## config.mk

```make
export PLATFORM = sky130hd
export DESIGN_NAME = utf8_stream_decoder
export DESIGN_NICKNAME = d
export VERILOG_FILES = /design/src/hdl/utf8sd_pkg.sv /design/src/hdl/utf8sd_assemble.sv /design/src/hdl/utf8sd_scale.sv /design/src/hdl/utf8_stream_decoder.sv
export SDC_FILE = /design/constraint.sdc
export NUM_CORES = 1
export LEC_CHECK = 0
export BUFFER_PORTS_ARGS = -buffer_cell sky130_fd_sc_hd__buf_2
export CAP_MARGIN = 20
export CORE_ASPECT_RATIO = 0.75
export CORE_UTILIZATION = 35
export DETAILED_ROUTE_END_ITERATION = 10
export PLACE_DENSITY = 0.6
export SLEW_MARGIN = 0
export SYNTH_ARGS = -nofsm -noshare
export SYNTH_HDL_FRONTEND = slang
export SYNTH_SLANG_ARGS = --single-unit
```

## constraint.sdc

```tcl
create_clock -name clk -period 4.6 [get_ports clk]
set_input_delay 0.46 -clock clk [delete_from_list [all_inputs] [get_ports clk]]
set_output_delay 0.46 -clock clk [all_outputs]
set_load 0.02 [all_outputs]
```

## src/hdl/utf8sd_pkg.sv

```systemverilog
// Shared types, constants and the window decode function of the UTF-8 decoder.
// No dependencies; used by utf8sd_assemble, utf8sd_scale and the top level.
package utf8sd_pkg;

  localparam int unsigned BYTE_W   = 8;
  localparam int unsigned CP_W     = 21;
  localparam int unsigned OFF_W    = 29;
  localparam int unsigned PACK_W   = 32;
  localparam int unsigned OUT_W    = 56;   // 21 + 29 packed, padded to whole bytes
  localparam int unsigned OUT_PAD  = OUT_W - CP_W - OFF_W;

  // Packed-word windows per sequence length
  localparam logic [PACK_W-1:0] ASCII_LIM = 32'h0000_0080;
  localparam logic [PACK_W-1:0] WIN2_HI   = 32'h0000_DFC0;
  localparam logic [PACK_W-1:0] WIN3_LO   = 32'h00E0_807F;
  localparam logic [PACK_W-1:0] WIN3_HI   = 32'h00EF_BFC0;
  localparam logic [PACK_W-1:0] WIN4_LO   = 32'hF080_807F;
  localparam logic [PACK_W-1:0] WIN4_HI   = 32'hF7BF_BFC0;

  // Continuation bytes still expected after a lead byte
  localparam logic [1:0] REM_NONE = 2'd0;
  localparam logic [1:0] REM_ONE  = 2'd1;
  localparam logic [1:0] REM_TWO  = 2'd2;
  localparam logic [1:0] REM_THREE = 2'd3;

  localparam logic [BYTE_W-1:0] GLYPH_RESET = 8'd32;

  // One decoded character between the two stages
  typedef struct packed {
    logic [CP_W-1:0] code_point;
    logic            end_of_string;
  } utf8sd_char_t;

  // Window check on a completed packed word, then join of the payload bits
  function automatic logic [CP_W-1:0] window_decode(input logic [PACK_W-1:0] p);
    logic in2;
    logic in3;
    logic in4;
    logic [CP_W-1:0] cp;
    in2 = (p < WIN2_HI);
    in3 = (p > WIN3_LO) && (p < WIN3_HI);
    in4 = (p > WIN4_LO) && (p < WIN4_HI);
    if (p < ASCII_LIM) begin
      cp = p[CP_W-1:0];
    end else if (in2) begin
      cp = {10'd0, p[12:8], p[5:0]};
    end else if (in3) begin
      cp = {5'd0, p[19:16], p[13:8], p[5:0]};
    end else if (in4) begin
      cp = {p[26:24], p[21:16], p[13:8], p[5:0]};
    end else begin
      cp = '0;
    end
    return cp;
  endfunction

endpackage

```

## src/hdl/utf8sd_assemble.sv

```systemverilog
// Sequence tracking and window decode: collects bytes and registers a character.
// Depends on utf8sd_pkg.
module utf8sd_assemble (
  input  logic                      clk,
  input  logic                      rst_n,
  input  logic                      in_valid,
  output logic                      in_ready,
  input  logic [7:0]                data_byte,
  input  logic                      last_byte,
  input  logic                      s2_ready,
  output logic                      s1_valid,
  output utf8sd_pkg::utf8sd_char_t  s1_char
);

  logic [31:0]              packed_r, packed_nxt;
  logic [1:0]               rem_r, rem_nxt;
  logic                     s1_valid_r, s1_valid_nxt;
  utf8sd_pkg::utf8sd_char_t s1_char_r, s1_char_nxt;
  logic                     adv;
  logic                     accept;
  logic                     emit;
  logic [31:0]              shifted;
  logic [1:0]               rem_dec;

  // Stage moves when empty or when the output stage takes it
  assign adv      = !s1_valid_r || s2_ready;
  assign in_ready = adv;
  assign accept   = in_valid && adv;
  assign shifted  = {packed_r[23:0], data_byte};
  assign rem_dec  = rem_r - 2'd1;

  // Next sequence state and the character that this word completes
  always_comb begin
    packed_nxt  = packed_r;
    rem_nxt     = rem_r;
    emit        = 1'b0;
    s1_char_nxt = s1_char_r;
    if (accept) begin
      if (rem_r != utf8sd_pkg::REM_NONE) begin
        // continuation: taken without checks
        packed_nxt = shifted;
        rem_nxt    = rem_dec;
        if (rem_dec == utf8sd_pkg::REM_NONE) begin
          emit                      = 1'b1;
          s1_char_nxt.code_point    = utf8sd_pkg::window_decode(shifted);
          s1_char_nxt.end_of_string = last_byte;
          packed_nxt                = '0;
        end else if (last_byte) begin
          packed_nxt = '0;
          rem_nxt    = utf8sd_pkg::REM_NONE;
        end
      end else if (!data_byte[7]) begin
        emit                      = 1'b1;
        s1_char_nxt.code_point    = {13'd0, data_byte};
        s1_char_nxt.end_of_string = last_byte;
      end else if (data_byte[7:5] == 3'b110 || data_byte[7:4] == 4'b1110 ||
                   data_byte[7:3] == 5'b11110) begin
        // lead byte opens a sequence unless the string ends here
        if (!last_byte) begin
          packed_nxt = {24'd0, data_byte};
          if (data_byte[7:5] == 3'b110) begin
            rem_nxt = utf8sd_pkg::REM_ONE;
          end else if (data_byte[7:4] == 4'b1110) begin
            rem_nxt = utf8sd_pkg::REM_TWO;
          end else begin
            rem_nxt = utf8sd_pkg::REM_THREE;
          end
        end
      end
      // stray bytes fall through: no state change, no character
    end
  end

  always_comb begin
    s1_valid_nxt = s1_valid_r;
    if (adv) begin
      s1_valid_nxt = emit;
    end
  end

  // Control state
  always_ff @(posedge clk) begin
    if (!rst_n) begin
      packed_r   <= '0;
      rem_r      <= utf8sd_pkg::REM_NONE;
      s1_valid_r <= 1'b0;
    end else begin
      packed_r   <= packed_nxt;
      rem_r      <= rem_nxt;
      s1_valid_r <= s1_valid_nxt;
    end
  end

  // Payload
  always_ff @(posedge clk) begin
    s1_char_r <= s1_char_nxt;
  end

  assign s1_valid = s1_valid_r;
  assign s1_char  = s1_char_r;

endmodule

```

## src/hdl/utf8sd_scale.sv

```systemverilog
// Glyph size register, offset multiply and the output register.
// Depends on utf8sd_pkg.
module utf8sd_scale (
  input  logic                      clk,
  input  logic                      rst_n,
  input  logic                      cfg_valid,
  input  logic [7:0]                cfg_data,
  input  logic                      s1_valid,
  input  utf8sd_pkg::utf8sd_char_t  s1_char,
  output logic                      s2_ready,
  output logic                      out_valid,
  input  logic                      out_ready,
  output logic [20:0]               code_point,
  output logic [28:0]               glyph_offset,
  output logic                      end_of_string
);

  logic [7:0]  glyph_r;
  logic        out_valid_r, out_valid_nxt;
  logic [20:0] cp_r, cp_nxt;
  logic [28:0] off_r, off_nxt;
  logic        eos_r, eos_nxt;
  logic [28:0] product;

  // 21 x 8 fits exactly in 29 bits
  assign product  = 29'(s1_char.code_point) * 29'(glyph_r);
  assign s2_ready = !out_valid_r || out_ready;

  always_comb begin
    out_valid_nxt = out_valid_r;
    cp_nxt        = cp_r;
    off_nxt       = off_r;
    eos_nxt       = eos_r;
    if (s2_ready) begin
      out_valid_nxt = s1_valid;
      cp_nxt        = s1_char.code_point;
      off_nxt       = product;
      eos_nxt       = s1_char.end_of_string;
    end
  end

  // Control state and the glyph size register
  always_ff @(posedge clk) begin
    if (!rst_n) begin
      glyph_r     <= utf8sd_pkg::GLYPH_RESET;
      out_valid_r <= 1'b0;
    end else begin
      out_valid_r <= out_valid_nxt;
      if (cfg_valid) begin
        glyph_r <= cfg_data;
      end
    end
  end

  // Result payload
  always_ff @(posedge clk) begin
    cp_r  <= cp_nxt;
    off_r <= off_nxt;
    eos_r <= eos_nxt;
  end

  assign out_valid     = out_valid_r;
  assign code_point    = cp_r;
  assign glyph_offset  = off_r;
  assign end_of_string = eos_r;

endmodule

```

## src/hdl/utf8_stream_decoder.sv

```systemverilog
// UTF-8 stream decoder top level: byte stream in, code points and glyph offsets out.
// Depends on utf8sd_pkg, utf8sd_assemble and utf8sd_scale.
//
// Usage:
//   in_*  : one string byte per word; in_tlast marks the final byte of a string.
//   out_* : one word per decoded character: code point, glyph byte offset
//           (code point times glyph size) and, on tlast, the end-of-string flag.
//   cfg_* : glyph size in bytes; always ready, write it only while idle.
// The word that completes a character is registered in the decode stage, then in the multiply stage, before out_tvalid.
// Throughput is one byte per cycle: the decode stage and the multiply stage
// each hold one word, so bytes flow back to back while the sink keeps up.
// Continuation bytes, stray bytes and dropped partial sequences give no word.
// Reset clears the open sequence, both stages and sets the glyph size to 32.
// When the sink stalls, the output word holds and the decode stage still
// takes words until it holds a character; in_tready falls only when both stages are full.
module utf8_stream_decoder (
  input  logic        clk,
  input  logic        rst_n,
  input  logic        in_tvalid,
  output logic        in_tready,
  input  logic [7:0]  in_tdata,   // [7:0] data_byte
  input  logic        in_tlast,   // last_byte
  output logic        out_tvalid,
  input  logic        out_tready,
  output logic [55:0] out_tdata,  // [20:0] code_point, [49:21] glyph_offset, rest zero
  output logic        out_tlast,  // end_of_string
  input  logic        cfg_valid,
  output logic        cfg_ready,
  input  logic [7:0]  cfg_data    // glyph_bytes
);

  logic                     s1_valid;
  logic                     s2_ready;
  utf8sd_pkg::utf8sd_char_t s1_char;
  logic [20:0]              code_point;
  logic [28:0]              glyph_offset;

  assign cfg_ready = 1'b1;

  utf8sd_assemble u_assemble (
    .clk       (clk),
    .rst_n     (rst_n),
    .in_valid  (in_tvalid),
    .in_ready  (in_tready),
    .data_byte (in_tdata),
    .last_byte (in_tlast),
    .s2_ready  (s2_ready),
    .s1_valid  (s1_valid),
    .s1_char   (s1_char)
  );

  utf8sd_scale u_scale (
    .clk           (clk),
    .rst_n         (rst_n),
    .cfg_valid     (cfg_valid),
    .cfg_data      (cfg_data),
    .s1_valid      (s1_valid),
    .s1_char       (s1_char),
    .s2_ready      (s2_ready),
    .out_valid     (out_tvalid),
    .out_ready     (out_tready),
    .code_point    (code_point),
    .glyph_offset  (glyph_offset),
    .end_of_string (out_tlast)
  );

  assign out_tdata = {{utf8sd_pkg::OUT_PAD{1'b0}}, glyph_offset, code_point};

endmodule

```

Yosys cells after proc, flatten, opt, wreduce, memory -nomap -nowiden
Index checks and enable logic that the tools add are counted.
Storage, ports and cells
  register bits after elaboration: 109
  bits of input ports: 22
Cells by class
  $add $sub $neg: 1
  multipliers: 1
  magnitude comparators: 6
  equality and inequality tests: 6
  multiplexer cells: 25
  reduce and logical (&&, ||, !) cells: 15
Operator list (number)
  2-to-1 mux 24 bit: 6
  2-to-1 mux 21 bit: 4
  2-to-1 mux 22 bit: 3
  > comparator 32 x 24 -> 1 bit, second input constant: 1
  > comparator 32 bit, second input constant: 1
  < comparator 32 x 16 -> 1 bit, second input constant: 1
  < comparator 32 x 24 -> 1 bit, second input constant: 1
  < comparator 32 bit, second input constant: 1
  < comparator 32 x 8 -> 1 bit, second input constant: 1
  multiplier 21 x 8 -> 29 bit: 1
  2-to-1 mux 2 bit: 7
  nonzero test 2 bit: 3
  equality test 5 bit, second input constant: 1
  2-to-1 mux 1 bit: 5
  equality test 4 bit, second input constant: 1
  logical OR 1 bit: 4
  != test 2 x 1 -> 1 bit, second input constant: 2
  AND reduction 4 bit: 1
  equality test 3 bit, second input constant: 1
  logical AND 1 bit: 3
  AND reduction 3 bit: 1
  zero test 1 bit: 2
  zero test 2 bit: 1
  != test 2 bit, second input constant: 1
  subtractor 2 x 1 -> 2 bit, second input constant: 1

Logic depth before layout (Yosys ltp)
Gate-level depths: netlist of run 1.
  depth after elaboration: 8
  mapped depth: 19
  depth with buffers taken out: 17

By module
A second synthesis of run 1 with hierarchy kept.
Unflattened totals
  cells, all modules: 972
  area total of the unflattened synthesis: 9680.5 um^2
By module, submodules not included
  utf8sd_scale: times used 1, cells an instance 734, area an instance 7293.2 um^2, sequential area each 1711.6 um^2
  utf8sd_assemble: times used 1, cells an instance 229, area an instance 2327.2 um^2, sequential area each 1201.2 um^2
  utf8_stream_decoder: times used 1, cells an instance 9, area an instance 60.1 um^2, sequential area each 0.0 um^2

Worst setup path before layout of run 1
Ideal clock, no wire load.
  path kind: register to register
  from: register u_scale.glyph_r[7]
  to: register u_scale.off_r[25], in the netlist u_scale.glyph_offset[25], data pin
  setup time: 261 ps
  data arrival time: 4692 ps
  slack: -353 ps
  stages on the path, launching flop included: 18
  clock period less this slack: 4953 ps
  cell sequence: dfxtp_1 > clkbuf_1 > nand2_1 > fa_1 > fa_1 > inv_1 > fa_1 > inv_1 > fa_1 > inv_1 > ha_1 > a21o_1 > a21oi_1 > a31oi_1 > o2111ai_1 > a21oi_1 > or2_1 > a311o_1
Between the ends
  longest elaborated chain between the ends: 1
RTL lines
  start: declaration: line utf8sd_scale.sv:18  | logic [7:0] glyph_r;
  start signal: assignment: line utf8sd_scale.sv:45  | glyph_r <= utf8sd_pkg::GLYPH_RESET;
  start signal: assignment: line utf8sd_scale.sv:50  | glyph_r <= cfg_data;
  multiplier 21 x 8 -> 29 bit: line utf8sd_scale.sv:26  | assign product = 29'(s1_char.code_point) * 29'(glyph_r);
  named net u_scale.product[25]: line utf8sd_scale.sv:23  | logic [28:0] product;
  end signal: assignment: line utf8sd_scale.sv:58  | off_r <= off_nxt;
  end: declaration: line utf8sd_scale.sv:21  | logic [28:0] off_r, off_nxt;
The timed path passes the listed nets, and every way through them passes these cells.
A chain may end at the register's enable or synchronous reset.

Final worst setup path of run 1
  from: register u_assemble.s1_char_r, in the netlist u_assemble.s1_char[11]
  to: register u_scale.off_r[25], in the netlist u_scale.glyph_offset[25], data pin
Between the ends
  longest elaborated chain between the ends: 1
RTL lines
  start: declaration: line utf8sd_assemble.sv:18  | utf8sd_pkg::utf8sd_char_t s1_char_r, s1_char_nxt;
  start signal: assignment: line utf8sd_assemble.sv:96  | s1_char_r <= s1_char_nxt;
  multiplier 21 x 8 -> 29 bit: line utf8sd_scale.sv:26
  named net u_scale.product[25]: line utf8sd_scale.sv:23
The timed path passes the listed nets, and every way through them passes these cells.

==> metrics.txt, run 1 <==
clock-pin slew on the worst setup and hold paths 0.08 ns; Synth-to-Final Area Change 26.5%; die height 145 um; synthesized area 0.00948 mm2; Routed Antenna Nets 0; worst r2r src u_assemble.s1_char[11]$_SDFFCE_PP0P_; largest net degree at the start of global routing 52; DR iter-0 viols 327; CTS max path bufs 2; worst hold path class input pin to flop; critical path peak fanout 7; crit start category flop; post-synthesis register bit count 109; initial antenna violation count 0; Max Slew Vio Count 0; clock latency at the later pin of the worst-skew pair 0.36 ns; critical path data required time 4.72 ns; worst hold start cfg_data[5]; Worst Setup End Kind flop; Final GP Congestion 0.841; die area 0.0278 mm2; H-tree depth 3; drt drc 0; status complete, but fails checks; share of layout cells above drive strength 1 29.1%; Post-synth EDFFs 73; most used flip-flop cell after synthesis edfxtp_1; DRT Pass-1 Iters 5; Seq/Total Area, Yosys 30.7%; # setup viols final 12; global-route wire length before repair 36,800 um; final hold violations 0; vias 7,025; Post-Syn Instances 949; Power Dens Cells 363 mW/mm2; Site Rows 51; RSZ-0062 raised after global routing yes; Fmax 0.206 GHz; final global-route overflow total 0; final wirelength 21,900 um; post-synthesis area per instance 9.99 um2; Setup Skew 0.0111 ns; final net count 1,316; Core Region 0.0263 mm2; FFs w/ async S/R, synth 0%; worst r2r path cells 16; CP most frequent cell fa_1; failing checks negative setup slack; WHS 0.340 ns; fillers 2,515; Routed WL per cell 14.8 um; vias in the first global route 7,233; CTS tree built; Clock Tree Root clkbuf_16; Ports 82; Tot GR Track Use 17.0%; worst vdd ir 0.000182 V; Starting Density 36.1%; Rel. slew slack 31.1%; Tmin final 4.85 ns; Final Cycle Share 105%; Worst EP arrival 4.98 ns; post-place setup slack -0.612 ns; die extent in x 192 um; TritonCTS Sinks 109; diode count 0; CP peak stage delay 0.56 ns; P_leak 5.50 nW; type of the worst setup path flop to flop; cell with the largest stage delay on the worst path fa_1; Max Cap Violations 0; crit path launch u_assemble.s1_char[11]$_SDFFCE_PP0P_; drt via density 4.75; Synthesis Warnings 0; Port Buffers 74; worst slew pin tran 1.03 ns; DPL Wire Length 16,700 um; worst path cell trace buf_6 -> and2_1 -> fa_1 -> fa_1 -> fa_1 -> inv_1 -> fa_1 -> inv_2 -> ha_4 -> o211ai_1 -> a31oi_4 -> o2111ai_4 -> a21oi_2 -> buf_4 -> nor3_1 -> a311o_1; CTS Buf Count 9; post-synthesis cell type count 56; Hold Path Depth 3; final setup margin -0.251 ns
[per-layer routing]
layer  global-route usage (%)  share of wire (%)  up-vias
met3                     2.94                3.7       15
met2                     27.8                 47      113
met4                     3.07               0.94        0
met1                     23.8                 49     3480
met5                        0                  0        -
li1                         -                  -     3417
[path summary, 6_finish.rpt]
| kind | endpoint | slack [ns] |
|---|---|---|
| worst max register to register | u_scale.glyph_offset[25]$_DFFE_PP_ | -0.25 |
| worst min register to register | u_scale.end_of_string$_DFFE_PP_ | 0.43 |
| worst min-delay path | u_scale.glyph_r[5]$_SDFFE_PN1P_ | 0.34 |
| worst max-delay path | u_scale.glyph_offset[25]$_DFFE_PP_ | -0.25 |
[flip-flops by register name (all words and copies together), names as in the netlist]
register and cells:
u_assemble.packed_r 24, u_assemble.rem_r 2, u_assemble.s1_char 22, u_assemble.s1_valid 1, u_scale.code_point 21, u_scale.end_of_string 1
u_scale.glyph_offset 29, u_scale.glyph_r 8, u_scale.out_valid 1
[report_power, final]
| part | total (W) | leakage (nW) | internal [W] | switching, W |
|---|---|---|---|---|
| Clock | 0.000772 | 0.142 | 0.000378 | 0.000394 |
| Combinational | 0.00225 | 4.30 | 0.00105 | 0.00120 |
| Sequential | 0.00132 | 1.06 | 0.00125 | 0.0000748 |
[cell usage after synthesis, drive strengths merged (9+ instances only)]
cell type  number  area (um2)
a21o           10        75.1
xnor2          12         105
a21oi          26         130
a21boi         25         188
nand2          93         352
and2          143         895
inv           143         537
clkbuf         33         124
dfxtp          36         721
nor2b          12        75.1
nor3            9        45.0
nor2           25        93.8
fa            114        2280
edfxtp         73        2190
o21ai          15        75.1
ha             51         638
nand3          33         165
[critical path, delay by kind of cell, from the launching register on]
kind | cells | cell delay, ns
adder cells (fa/ha/maj) | 5 | 2.37
AO/OA/AOI/OAI | 5 | 1.10
flip-flops | 1 | 0.53
buffers and inverters | 4 | 0.43
AND/OR/NAND/NOR | 2 | 0.20
[area by class of cell]
cell class,count,area (um2),area share [%]
Multi-Input combinational cell,662,6370,53.2
Sequential cell,109,2940,24.5
Timing Repair Buffer,204,1430,11.9
Inverter,143,537,4.48
Tap cell,344,430,3.59
Clock buffer,9,225,1.88
Clock inverter,7,55.1,0.459
[through the flow]
step                total power (W)  instances  util, %  TNS [ns]  cell area, um2
finish                      0.00435       1478     45.6     -1.97           12000
global route                0.00469       1478     45.6     -4.46           12000
CTS                         0.00430       1465     44.7     -1.46           11800
detailed placement          0.00334       1434     42.1     -5.31           11100
global placement            0.00331       1434     42.1     -5.14           11100
floorplan                   0.00263        954        -         0            9690
[logic make-up (layout without fill, tap and decap cells)]
| family | after synthesis | count (layout) | share of synthesized area, % |
|---|---|---|---|
| simple gates | 345 | 345 | 19.4 |
| buf+inv | 183 | 363 | 7.52 |
| fa+ha+maj | 165 | 165 | 30.8 |
| compound gates | 115 | 115 | 8.55 |
| flops | 109 | 109 | 30.7 |
| xor+xnor | 20 | 20 | 1.85 |
| mux | 10 | 10 | 1.08 |
| other cells | 2 | 7 | 0.0792 |
[cells in the final DEF (no fill, tap or decap), types with 9 or more instances in the layout]
cell,instances
ha_4,12
nor2_1,22
buf_4,112
fa_1,108
nand3_1,32
dfxtp_1,30
a21oi_2,14
a21oi_1,10
buf_2,74
clkbuf_16,9
a21o_1,10
edfxtp_1,73
and2_4,30
nor2b_1,12
buf_6,16
ha_1,38
inv_1,135
xnor2_1,12
a21boi_0,24
nand2_1,90
and2_1,113
[timing repair]
item | in CTS | in global routing
hold buffers | 0 | 0
gates resized for setup | 84 | 35
setup buffers | 16 | 14
pin swaps | 76 | 36
endpoints found under the setup margin | 17 | 16
Note: power is estimated with default switching activity, not from simulation.
==> run 2, diff against run 1 <==
--- a/config.mk
+++ b/config.mk
@@ -11,6 +11,7 @@
 export CORE_UTILIZATION = 35
 export DETAILED_ROUTE_END_ITERATION = 10
 export PLACE_DENSITY = 0.6
+export RECOVER_POWER = 50
 export SLEW_MARGIN = 0
 export SYNTH_ARGS = -nofsm -noshare
 export SYNTH_HDL_FRONTEND = slang
==> metrics.txt, run 2 (same netlist as run 1, synthesis figures left out) <==
clock-pin slew on the worst setup and hold paths 0.08 ns (about the same); largest net degree at the start of global routing 52 (unchanged); Tot GR Track Use 17.0% (unchanged); vias in the first global route 7,233 (unchanged); Hold-fix buffers, CTS 0 (unchanged); Port Buffers 74 (unchanged); die area 0.0278 mm2 (unchanged); Synth-to-Final Area Change 26.3%; worst slew pin tran 1.39 ns (+0.365 ns); Final Cycle Share 105% (about the same); Max Cap Violations 0 (unchanged); initial antenna violation count 0 (unchanged); total power 0.00434 W (about the same); fillers 2,518 (+0.12%); # setup viols final 12 (unchanged); Ports 82 (unchanged); status complete, but fails checks; leading cell types in the layout, fill and taps excluded inv_1 (135), and2_1 (113), fa_1 (108), buf_4 (108), nand2_1 (90); Site Rows 51 (unchanged); DPL Wire Length 16,700 um (unchanged); Core Region 0.0263 mm2 (unchanged); Power Dens Cells 363 mW/mm2 (about the same); Starting Density 36.1% (unchanged); die extent in x 192 um (unchanged); critical path peak fanout 7 (unchanged); WHS 0.340 ns (-0.000403 ns); final setup margin -0.251 ns (-0.000286 ns); Clock Tree Root clkbuf_16; Setup Skew 0.0111 ns (+0.0000300 ns); Area after DPL 0.0111 mm2 (unchanged); drt via density 4.75 (-0.14%); fin area 0.0120 mm2 (-0.15%); storage element area 0.00294 mm2 (unchanged); critical path data required time 4.72 ns (about the same); Fmax 0.206 GHz (about the same); RSZ-0062 raised after global routing yes; CTS tree built; H-tree depth 3 (unchanged); DR iter-0 viols 334 (+2.1%); Worst Setup End Kind flop; worst vdd ir 0.000182 V (about the same); crit start category flop; most common cell after layout, fill and taps aside inv_1; drt drc 0 (unchanged); DRT Pass-1 Iters 4 (-1); Routed Antenna Nets 0 (unchanged); share of layout cells above drive strength 1 28.6% (-0.53 points); global-route wire length before repair 36,800 um (unchanged); Max Slew Vio Count 0 (unchanged); final net count 1,316 (unchanged); TritonCTS Sinks 109 (unchanged); CTS max path bufs 2 (unchanged); worst hold path class input pin to flop; die height 145 um (unchanged); multi-input logic area 0.00637 mm2 (unchanged); vias 7,015 (-0.14%); CTS Buf Count 9 (unchanged); failing checks negative setup slack; final wirelength 21,900 um (-0.14%); final hold violations 0 (unchanged); Final GP Congestion 0.841 (unchanged); type of the worst setup path flop to flop; Rel. slew slack 7.18% (-24 points); clock latency at the later pin of the worst-skew pair 0.36 ns (about the same); max reg flops 29 (unchanged); Worst EP arrival 4.98 ns (about the same); Routed WL per cell 14.8 um (-0.14%); P_leak 5.48 nW (-0.37%); final global-route overflow total 0 (unchanged); diode count 0 (unchanged); Tmin final 4.85 ns (+0.000286 ns)
-- run 2: cell types whose count changed in the layout (fill, tap and decap cells not counted) --
cell      previous run  this run
clkbuf_1             0         6
buf_4              112       108
buf_2               74        72
-- run 2: final timing paths --
kind,to,cells after the start,start,slack [ns]
worst max-delay path,u_scale.glyph_offset[25]$_DFFE_PP_,16,u_assemble.s1_char[11]$_SDFFCE_PP0P_,-0.25
worst min-delay path,u_scale.glyph_r[5]$_SDFFE_PN1P_,3,cfg_data[5],0.34
worst max register to register,u_scale.glyph_offset[25]$_DFFE_PP_,16,u_assemble.s1_char[11]$_SDFFCE_PP0P_,-0.25
worst min register to register,u_scale.end_of_string$_DFFE_PP_,0,u_assemble.s1_char[0]$_DFFE_PP_,0.43
-- run 2: per-layer routing --
metal  GRT usage, %  vias to the layer above  routed length (um)
met5              0                        -                   0
met2           27.8                      107               10300
met1           23.8                     3476               10600
met3           2.94                       15                 747
li1               -                     3417                   -
met4           3.07                        0                 205
-- run 2: cell type report --
cell class	instances	share of cell area (%)
Multi-Input combinational cell	662	53.3
Sequential cell	109	24.5
Timing Repair Buffer	204	11.8
Inverter	143	4.48
Tap cell	344	3.60
Clock buffer	9	1.88
Clock inverter	7	0.460
-- run 2: what timing repair did --
action,in CTS,in global routing
endpoints found under the setup margin,17,16
gates resized for setup,84,35
pin swaps,76,36
endpoints found under the hold margin,0,0
setup buffers,16,14
-- run 2: power by group --
group / internal [W] / total [W] / leakage [nW] / switching, W
registers: 0.00125 / 0.00132 / 1.06 / 0.0000747
clock network: 0.000378 / 0.000772 / 0.142 / 0.000394
logic: 0.00105 / 0.00225 / 4.28 / 0.00120
total: 0.00267 / 0.00434 / 5.48 / 0.00167
-- run 2: through the flow --
step | instances | worst slack (ns) | setup TNS, ns | utilization [%]
after detailed placement | 1434 | -0.612 | -5.31 | 42.1
after CTS | 1465 | -0.226 | -1.46 | 44.7
after floorplan | 954 | 0.000279 | 0 | -
after global routing | 1478 | -0.408 | -4.46 | 45.5
after global placement | 1434 | -0.567 | -5.14 | 42.1
final | 1478 | -0.251 | -1.98 | 45.5
-- run 2: critical path: stages, from the launching register on --
cell and delay [ns]:
edfxtp_1 0.53, buf_6 0.18, and2_1 0.16, fa_1 0.47
fa_1 0.52, fa_1 0.56, inv_1 0.06, fa_1 0.54
inv_2 0.05, ha_4 0.28, o211ai_1 0.13, a31oi_4 0.24
o2111ai_4 0.19, a21oi_2 0.23, buf_4 0.14, nor3_1 0.04
a311o_1 0.31
